--- src/hdl/bmf_pkg.sv ---
// constants and types shared by the box mean filter modules
package bmf_pkg;

    localparam int MAX_WINDOW = 7;
    localparam int MAX_WIDTH  = 1024;
    localparam int MAX_HEIGHT = 1024;
    localparam int PIXEL_BITS = 8;

    localparam int KMAX       = (MAX_WINDOW - 1) | 1;
    localparam int RING_ROWS  = 2 * MAX_WINDOW;
    localparam int COL_BITS   = $clog2(MAX_WIDTH);
    localparam int ROW_BITS   = $clog2(MAX_HEIGHT);
    localparam int SLOT_BITS  = $clog2(RING_ROWS);
    localparam int ADDR_BITS  = SLOT_BITS + COL_BITS;
    localparam int DIM_BITS   = 11;
    localparam int KW_BITS    = 3;
    localparam int OFF_BITS   = $clog2(KMAX);
    localparam int HALF_BITS  = $clog2(KMAX / 2 + 1);
    localparam int KK_BITS    = $clog2(KMAX * KMAX + 1);
    localparam int SUM_BITS   = PIXEL_BITS + $clog2(KMAX * KMAX);
    localparam int CNT_BITS   = $clog2(MAX_WIDTH * MAX_HEIGHT + 1);
    localparam int POS_BITS   = DIM_BITS + 2;
    localparam int SPOS_BITS  = SLOT_BITS + 2;
    localparam int MEAN_BITS  = 8;

    localparam int CFG_IDX_BITS = 2;
    localparam int CFG_DATA_BITS = DIM_BITS;

    typedef enum logic [CFG_IDX_BITS-1:0] {
        CFG_WINDOW = 2'd0,
        CFG_WIDTH  = 2'd1,
        CFG_HEIGHT = 2'd2
    } t_cfg_idx;

    localparam logic OP_PIXEL = 1'b0;
    localparam logic OP_DRAIN = 1'b1;

    typedef struct packed {
        logic                start;
        logic [SUM_BITS-1:0] num;
        logic [KK_BITS-1:0]  den;
    } t_div_req;

endpackage

--- src/hdl/bmf_div.sv ---
// bit-serial restoring divider for the window sum
module bmf_div
    import bmf_pkg::*;
(
    input  logic                i_clk,
    input  logic                i_rst_n,
    input  t_div_req            i_req,
    output logic                o_done,
    output logic [SUM_BITS-1:0] o_quot
);

    localparam int STEP_BITS = $clog2(SUM_BITS + 1);

    logic [SUM_BITS-1:0]  r_num;
    logic [KK_BITS-1:0]   r_rem;
    logic [KK_BITS-1:0]   r_den;
    logic [STEP_BITS-1:0] r_cnt;
    logic                 r_busy;
    logic                 r_done;
    logic [KK_BITS:0]     trial;
    logic                 qbit;

    assign trial = {r_rem, r_num[SUM_BITS-1]};
    assign qbit  = (trial >= {1'b0, r_den});

    always_ff @(posedge i_clk) begin
        if (!i_rst_n) begin
            r_busy <= 1'b0;
            r_done <= 1'b0;
            r_cnt  <= '0;
        end else begin
            r_done <= 1'b0;
            if (i_req.start) begin
                r_busy <= 1'b1;
                r_cnt  <= STEP_BITS'(SUM_BITS);
            end else if (r_busy) begin
                r_cnt <= r_cnt - 1'b1;
                if (r_cnt == STEP_BITS'(1)) begin
                    r_busy <= 1'b0;
                    r_done <= 1'b1;
                end
            end
        end
    end

    // quotient bits shift in where the numerator bits leave
    always_ff @(posedge i_clk) begin
        if (i_req.start) begin
            r_num <= i_req.num;
            r_rem <= '0;
            r_den <= i_req.den;
        end else if (r_busy) begin
            r_num <= {r_num[SUM_BITS-2:0], qbit};
            r_rem <= qbit ? KK_BITS'(trial - {1'b0, r_den}) : trial[KK_BITS-1:0];
        end
    end

    assign o_done = r_done;
    assign o_quot = r_num;

endmodule

--- config.mk ---
export PLATFORM = sky130hd
export DESIGN_NAME = bmf_div
export DESIGN_NICKNAME = d
export VERILOG_FILES = /design/src/hdl/bmf_pkg.sv /design/src/hdl/bmf_div.sv
export SDC_FILE = /design/constraint.sdc
export NUM_CORES = 1
export LEC_CHECK = 0
export BUFFER_PORTS_ARGS = -buffer_cell sky130_fd_sc_hd__buf_2
export CAP_MARGIN = 10
export CORE_UTILIZATION = 40
export CTS_CLUSTER_DIAMETER = 30
export CTS_CLUSTER_SIZE = 28
export DETAILED_ROUTE_END_ITERATION = 7
export PLACE_DENSITY = 0.67
export SYNTH_ARGS = -nofsm -noshare
export SYNTH_HDL_FRONTEND = slang
export SYNTH_SLANG_ARGS = --single-unit
--- constraint.sdc ---
create_clock -name i_clk -period 2.6 [get_ports i_clk]
set_input_delay 0.13 -clock i_clk [delete_from_list [all_inputs] [get_ports i_clk]]
set_output_delay 0.13 -clock i_clk [all_outputs]
set_load 0.01 [all_outputs]
==> results.json, run 1 <==
{
  "status": "complete, no violations",
  "cts_hold_buf": 0,
  "drc": 0,
  "start_util": 0.431,
  "overflow": 0,
  "regArea_um2": 841,
  "area_delta_synth_final_pct": 18.0,
  "cts_tree": "yes",
  "dp_hpwl_mm": 1.94,
  "die_h_um": 66.0,
  "track_usage": 0.140,
  "fin_worst_skew_ps": 2.31,
  "final_util": 0.509,
  "max_freq_mhz": 487,
  "fin_crit_ps": 2050,
  "clkTransAtPathRegs_ps": 60,
  "critical_path.startpoint_type": "flop",
  "final-instance-count-excl-fill": 228,
  "fill_cells": 351,
  "htreeDepth": 2,
  "hp-start": "i_req[0]",
  "layout_commonest_cell": "buf_2",
  "dp_cells": 220,
  "rsz0062_at_grt": "false",
  "multi_input_area_um2": 719,
  "setup_viol": 0,
  "via_count": 1126,
  "cts_made_buffers": 5,
  "async_reset_ff_frac": 0,
  "post_cts_buffers": 0,
  "die_w_um": 66.0,
  "postRouteAntennaNets": 0,
  "r2r_setup_slack_ps": 550,
  "synthDistinctLibCells": 35,
  "worst_slew_pin_slew_ps": 721,
  "grt_max_degree": 38,
  "dieArea_mm2": 0.00435,
  "hp-class": "in -> reg",
  "antenna_found_initial": 0,
  "synth_fp_nets": 174,
  "ys_seq_area_frac": 0.513,
  "synth_edf_count": 20,
  "leakage_nw": 0.812,
  "drive_above_1_share": 0.333,
  "hold_depth": 1,
  "crit_arrival_ps": 2210,
  "syn_inst": 141,
  "ir_drop_v": 0.000377,
  "synthFlopType": "edfxtp_1",
  "syn_area_mm2": 0.00164,
  "final_cell_mix": "buf_2 (37), edfxtp_1 (20), mux2_2 (14)",
  "cp-end-kind": "flop",
  "finalSetupTns_ps": 0,
  "yosysWarnings": 0,
  "insertion_delay_ps": 270,
  "rows": 22,
  "drt_wl_total_mm": 2.75,
  "fin_crit_sh": 0.789,
  "worst-setup-path-type": "reg -> reg",
  "rr_endpoint": "r_rem[1]$_SDFFE_PP0P_",
  "reg2regPathDepth": 6,
  "io_buffers": 37,
  "io_pins": 38,
  "coreArea_mm2": 0.00380,
  "drt_iter0_markers": 37,
  "via_per_inst": 4.94,
  "required_ps": 2760,
  "power.density_mw_per_mm2": 644,
  "relSlewSlack": 0.519,
  "r2r-start": "r_rem[1]$_SDFFE_PP0P_",
  "syn_avg_cell_area_um2": 11.6,
  "n_antenna_cell": 0,
  "cts.root.buffer_cell": "clkbuf_8",
  "grt_pass1_wl_mm": 4.56,
  "post_drt_wl_per_cell_um": 12.0,
  "path_max_fanout": 10,
  "grt_pass1_vias": 1072,
  "clock-sinks": 32,
  "ys_ff_latch": 32,
  "ctsResizeCount": 0,
  "nets": 212,
  "drv_slew": 0,
  "hold_violations": 0,
  "worstHoldEndpoint": "r_den[0]$_DFFE_PP_",
  "gp_congestion": 0.813,
  "maxCapViolations": 0,
  "clockBufferDepth": 2,
  "first_pass_iters": 6
}
-- where the power goes --
group | internal [mW] | switching [mW] | total, mW
logic | 0.127 | 0.133 | 0.260
registers | 0.596 | 0.0334 | 0.630
clock network | 0.187 | 0.168 | 0.356
total | 0.910 | 0.335 | 1.25
-- routing by layer --
metal  global-route usage  share of wire
met4               0.0665          0.013
met1                0.168           0.46
met5                    0              0
met3               0.0500          0.055
met2                0.222           0.47
-- sequential cells by signal, indices dropped and copies added, names as in the netlist --
signal / flops
r_busy: 1
o_done: 1
o_quot: 14
r_rem: 6
r_cnt: 4
r_den: 6
-- worst max-delay path, stage by stage, from the launching register on --
cell and delay, ps:
dfxtp_1 340, ha_1 390, a21oi_2 140, o21ai_1 80, a41o_1 390, nor4bb_1 200
or3_1 380
-- synth_stat cells, types with 2 or more instances --
cell,count,area [µm²]
inv_1,12,45.0
o21a_1,4,30.0
nor2b_1,2,12.5
nor3b_1,4,30.0
a21oi_1,5,25.0
dfxtp_1,12,240
mux2_2,14,158
o21ai_0,3,15.0
a211oi_1,4,30.0
buf_1,2,7.51
o21ai_1,2,10.0
or3_1,2,12.5
buf_2,2,10.0
edfxtp_1,20,601
nand2_1,6,22.5
nor2_1,12,45.0
mux2i_1,4,40.0
xnor2_1,3,26.3
a21oi_2,2,17.5
xor2_1,3,26.3
ha_1,9,113
-- area by class of cell --
type	instances	area share
Inverter	12	0.0233
Multi-Input combinational cell	91	0.372
Clock inverter	1	0.00259
Sequential cell	32	0.435
Timing Repair Buffer	37	0.0959
Clock buffer	7	0.0395
Tap cell	48	0.0311
-- cells by family after synthesis --
kind of cell | Yosys count | share of synthesized area
and+or+nand+nor | 34 | 0.112
DFF | 32 | 0.513
AOI/OAI and AO/OA | 23 | 0.0932
buffers and inverters | 18 | 0.0474
muxes | 18 | 0.121
adders and majority gates | 10 | 0.0810
xor gates and xnor gates | 6 | 0.0321
-- how the worst max path moves through the flow --
stage                               start               endpoint  slack (ps)  cells after the start
floorplan            o_quot[13]$_DFFE_PP_  r_rem[0]$_SDFFE_PP0P_         680                      8
global placement     o_quot[13]$_DFFE_PP_  r_rem[1]$_SDFFE_PP0P_         630                      7
detailed placement   o_quot[13]$_DFFE_PP_  r_rem[1]$_SDFFE_PP0P_         580                      7
CTS                  o_quot[13]$_DFFE_PP_  r_rem[1]$_SDFFE_PP0P_         560                      7
global route         o_quot[13]$_DFFE_PP_  r_rem[4]$_SDFFE_PP0P_         410                      8
finish              r_rem[1]$_SDFFE_PP0P_  r_rem[1]$_SDFFE_PP0P_         550                      6
-- stage by stage --
step           hold slack, ps  power, mW  worst slack, ps  area [µm²]
6_report                 26.8       1.25              547        1930
5_1_grt                  16.9       1.32              407        1930
4_1_cts                  20.9       1.26              564        1930
3_5_place_dp              308      0.899              577        1850
3_3_place_gp              306      0.891              631        1850
2_1_floorplan             229      0.831              681        1640
Power figures use the tool's default switching activity.
==> run 2, diff against run 1 <==
Settings changed: PLACE_DENSITY 0.67 to 0.7.
Clock period 2.6 ns to 1.7 ns, I/O delays scaled along.
==> run 2 against run 1 <==
The flow now finishes with violations (setup timing); power increased by 67%; sequential share of layout area decreased by 5.8 points; register-to-register slack got worse by 750 ps; via count increased by 10%; worst hold slack improved by 51 ps; first-iteration DRC count decreased by 35%.
==> results.json, run 2 (synthesis gave the netlist of run 1 again) <==
{
  "cts_made_buffers": 5,
  "final_cell_mix": "buf_2 (37), edfxtp_1 (20), mux2_2 (14), buf_4 (13)",
  "finalHoldWorstSlack_ps": 77.7,
  "critical_path.startpoint_type": "flop",
  "clock-sinks": 32,
  "violations": "setup timing",
  "fill_cells": 322,
  "drt_iter0_markers": 24,
  "fin_crit_ps": 1900,
  "finalWorstSetupSlack_ps": -201,
  "postRouteAntennaNets": 0,
  "max_freq_mhz": 526,
  "antenna_found_initial": 0,
  "io_pins": 38,
  "cts_tree": "yes",
  "htreeDepth": 2,
  "hold_violations": 0,
  "power.density_mw_per_mm2": 931,
  "nets": 233,
  "gp_congestion": 0.851,
  "rows": 22,
  "first_pass_iters": 4,
  "drc": 0,
  "layout_commonest_cell": "buf_2",
  "setup_viol": 7,
  "worst-setup-path-type": "reg -> reg",
  "drt_wl_total_mm": 3.36,
  "clockBufferDepth": 2,
  "drive_above_1_share": 0.448,
  "grt_pass1_vias": 1238,
  "place_ws_ps": -230,
  "dp_hpwl_mm": 2.31,
  "die_h_um": 66.0,
  "hp-class": "in -> reg",
  "via_count": 1243,
  "clkTransAtPathRegs_ps": 60,
  "track_usage": 0.170,
  "ir_drop_v": 0.000629,
  "cp-end-kind": "flop",
  "maxCapViolations": 0,
  "cts.root.buffer_cell": "clkbuf_8",
  "start_util": 0.431,
  "path_max_fanout": 2,
  "rsz0062_at_grt": "true",
  "status": "finished, violations left",
  "fin_crit_sh": 1.12,
  "grt_max_degree": 29,
  "via_per_inst": 4.99,
  "crit_arrival_ps": 2090,
  "worst_slew_pin_slew_ps": 583,
  "largest_register_ff_count": 14,
  "drv_slew": 0,
  "required_ps": 1890,
  "n_antenna_cell": 0,
  "grt_pass1_wl_mm": 5.35,
  "coreArea_mm2": 0.00380,
  "leakage_nw": 0.924,
  "area_delta_synth_final_pct": 36.1,
  "relSlewSlack": 0.612,
  "dieArea_mm2": 0.00435,
  "fin_worst_skew_ps": 2.11,
  "overflow": 0,
  "post_drt_wl_per_cell_um": 13.5,
  "insertion_delay_ps": 280,
  "die_w_um": 66.0,
  "io_buffers": 37
}
-- run 2: changes by cell type in the layout (fill, tap and decap cells not counted), sizes merged --
cell,before,now
buf,37,52
dlygate4sd3,0,6
-- run 2: final cells by class --
class / count / area, µm² / share of cell area
flip-flops and latches: 32 / 841 / 0.377
multi-input cells: 91 / 837 / 0.375
repair buffers: 58 / 365 / 0.164
clock buffers: 7 / 76.3 / 0.0342
well taps: 48 / 60.1 / 0.0269
inverters: 12 / 45.0 / 0.0202
clock inverters: 1 / 5.00 / 0.00224
-- run 2: per-stage QoR --
| step | setup TNS [ps] | util | power [mW] | instance area, µm² | instances |
|---|---|---|---|---|---|
| finish | -872 | 0.587 | 2.08 | 2230 | 249 |
| global route | -1430 | 0.587 | 2.19 | 2230 | 249 |
| detailed placement | -723 | 0.521 | 1.45 | 1980 | 233 |
| CTS | -666 | 0.567 | 2.04 | 2150 | 247 |
| global placement | -482 | 0.521 | 1.42 | 1980 | 233 |
| floorplan | -338 | - | 1.28 | 1670 | 141 |
-- run 2: path summary, 6_finish.rpt --
| kind | cells after the start | to | slack (ps) | from |
|---|---|---|---|---|
| hold / removal | 2 | r_cnt[3]$_SDFFE_PN0P_ | 80 | i_rst_n |
| hold reg to reg | 2 | r_rem[2]$_SDFFE_PP0P_ | 510 | r_rem[2]$_SDFFE_PP0P_ |
| setup / recovery | 7 | r_rem[4]$_SDFFE_PP0P_ | -200 | r_den[0]$_DFFE_PP_ |
| setup reg to reg | 7 | r_rem[4]$_SDFFE_PP0P_ | -200 | r_den[0]$_DFFE_PP_ |
-- run 2: per-layer routing --
layer	share of wire	global-route usage
met1	0.41	0.173
met2	0.52	0.310
met3	0.056	0.0603
met4	0.013	0.0718
met5	0	0
-- run 2: where the power goes --
part	total [mW]	internal (mW)	switching, mW
Clock	0.547	0.287	0.260
Combinational	0.563	0.300	0.263
Sequential	0.966	0.912	0.0536
Total	2.08	1.50	0.577
-- run 2: timing repair --
action | 4_1_cts | 5_1_grt
setup buffers | 0 | 2
hold endpoints to repair | 6 | 0
setup endpoints to repair | 7 | 7
hold buffers | 6 | 0
pin swaps | 9 | 5
gates resized for setup | 6 | 10
-- run 2: worst max-delay path: stages (launching register included) --
cell and delay, ps:
edfxtp_1 460, ha_4 200, fa_2 330, or2b_1 250, a21oi_2 130, xor2_1 160, mux2i_1 90, a211oi_1 190
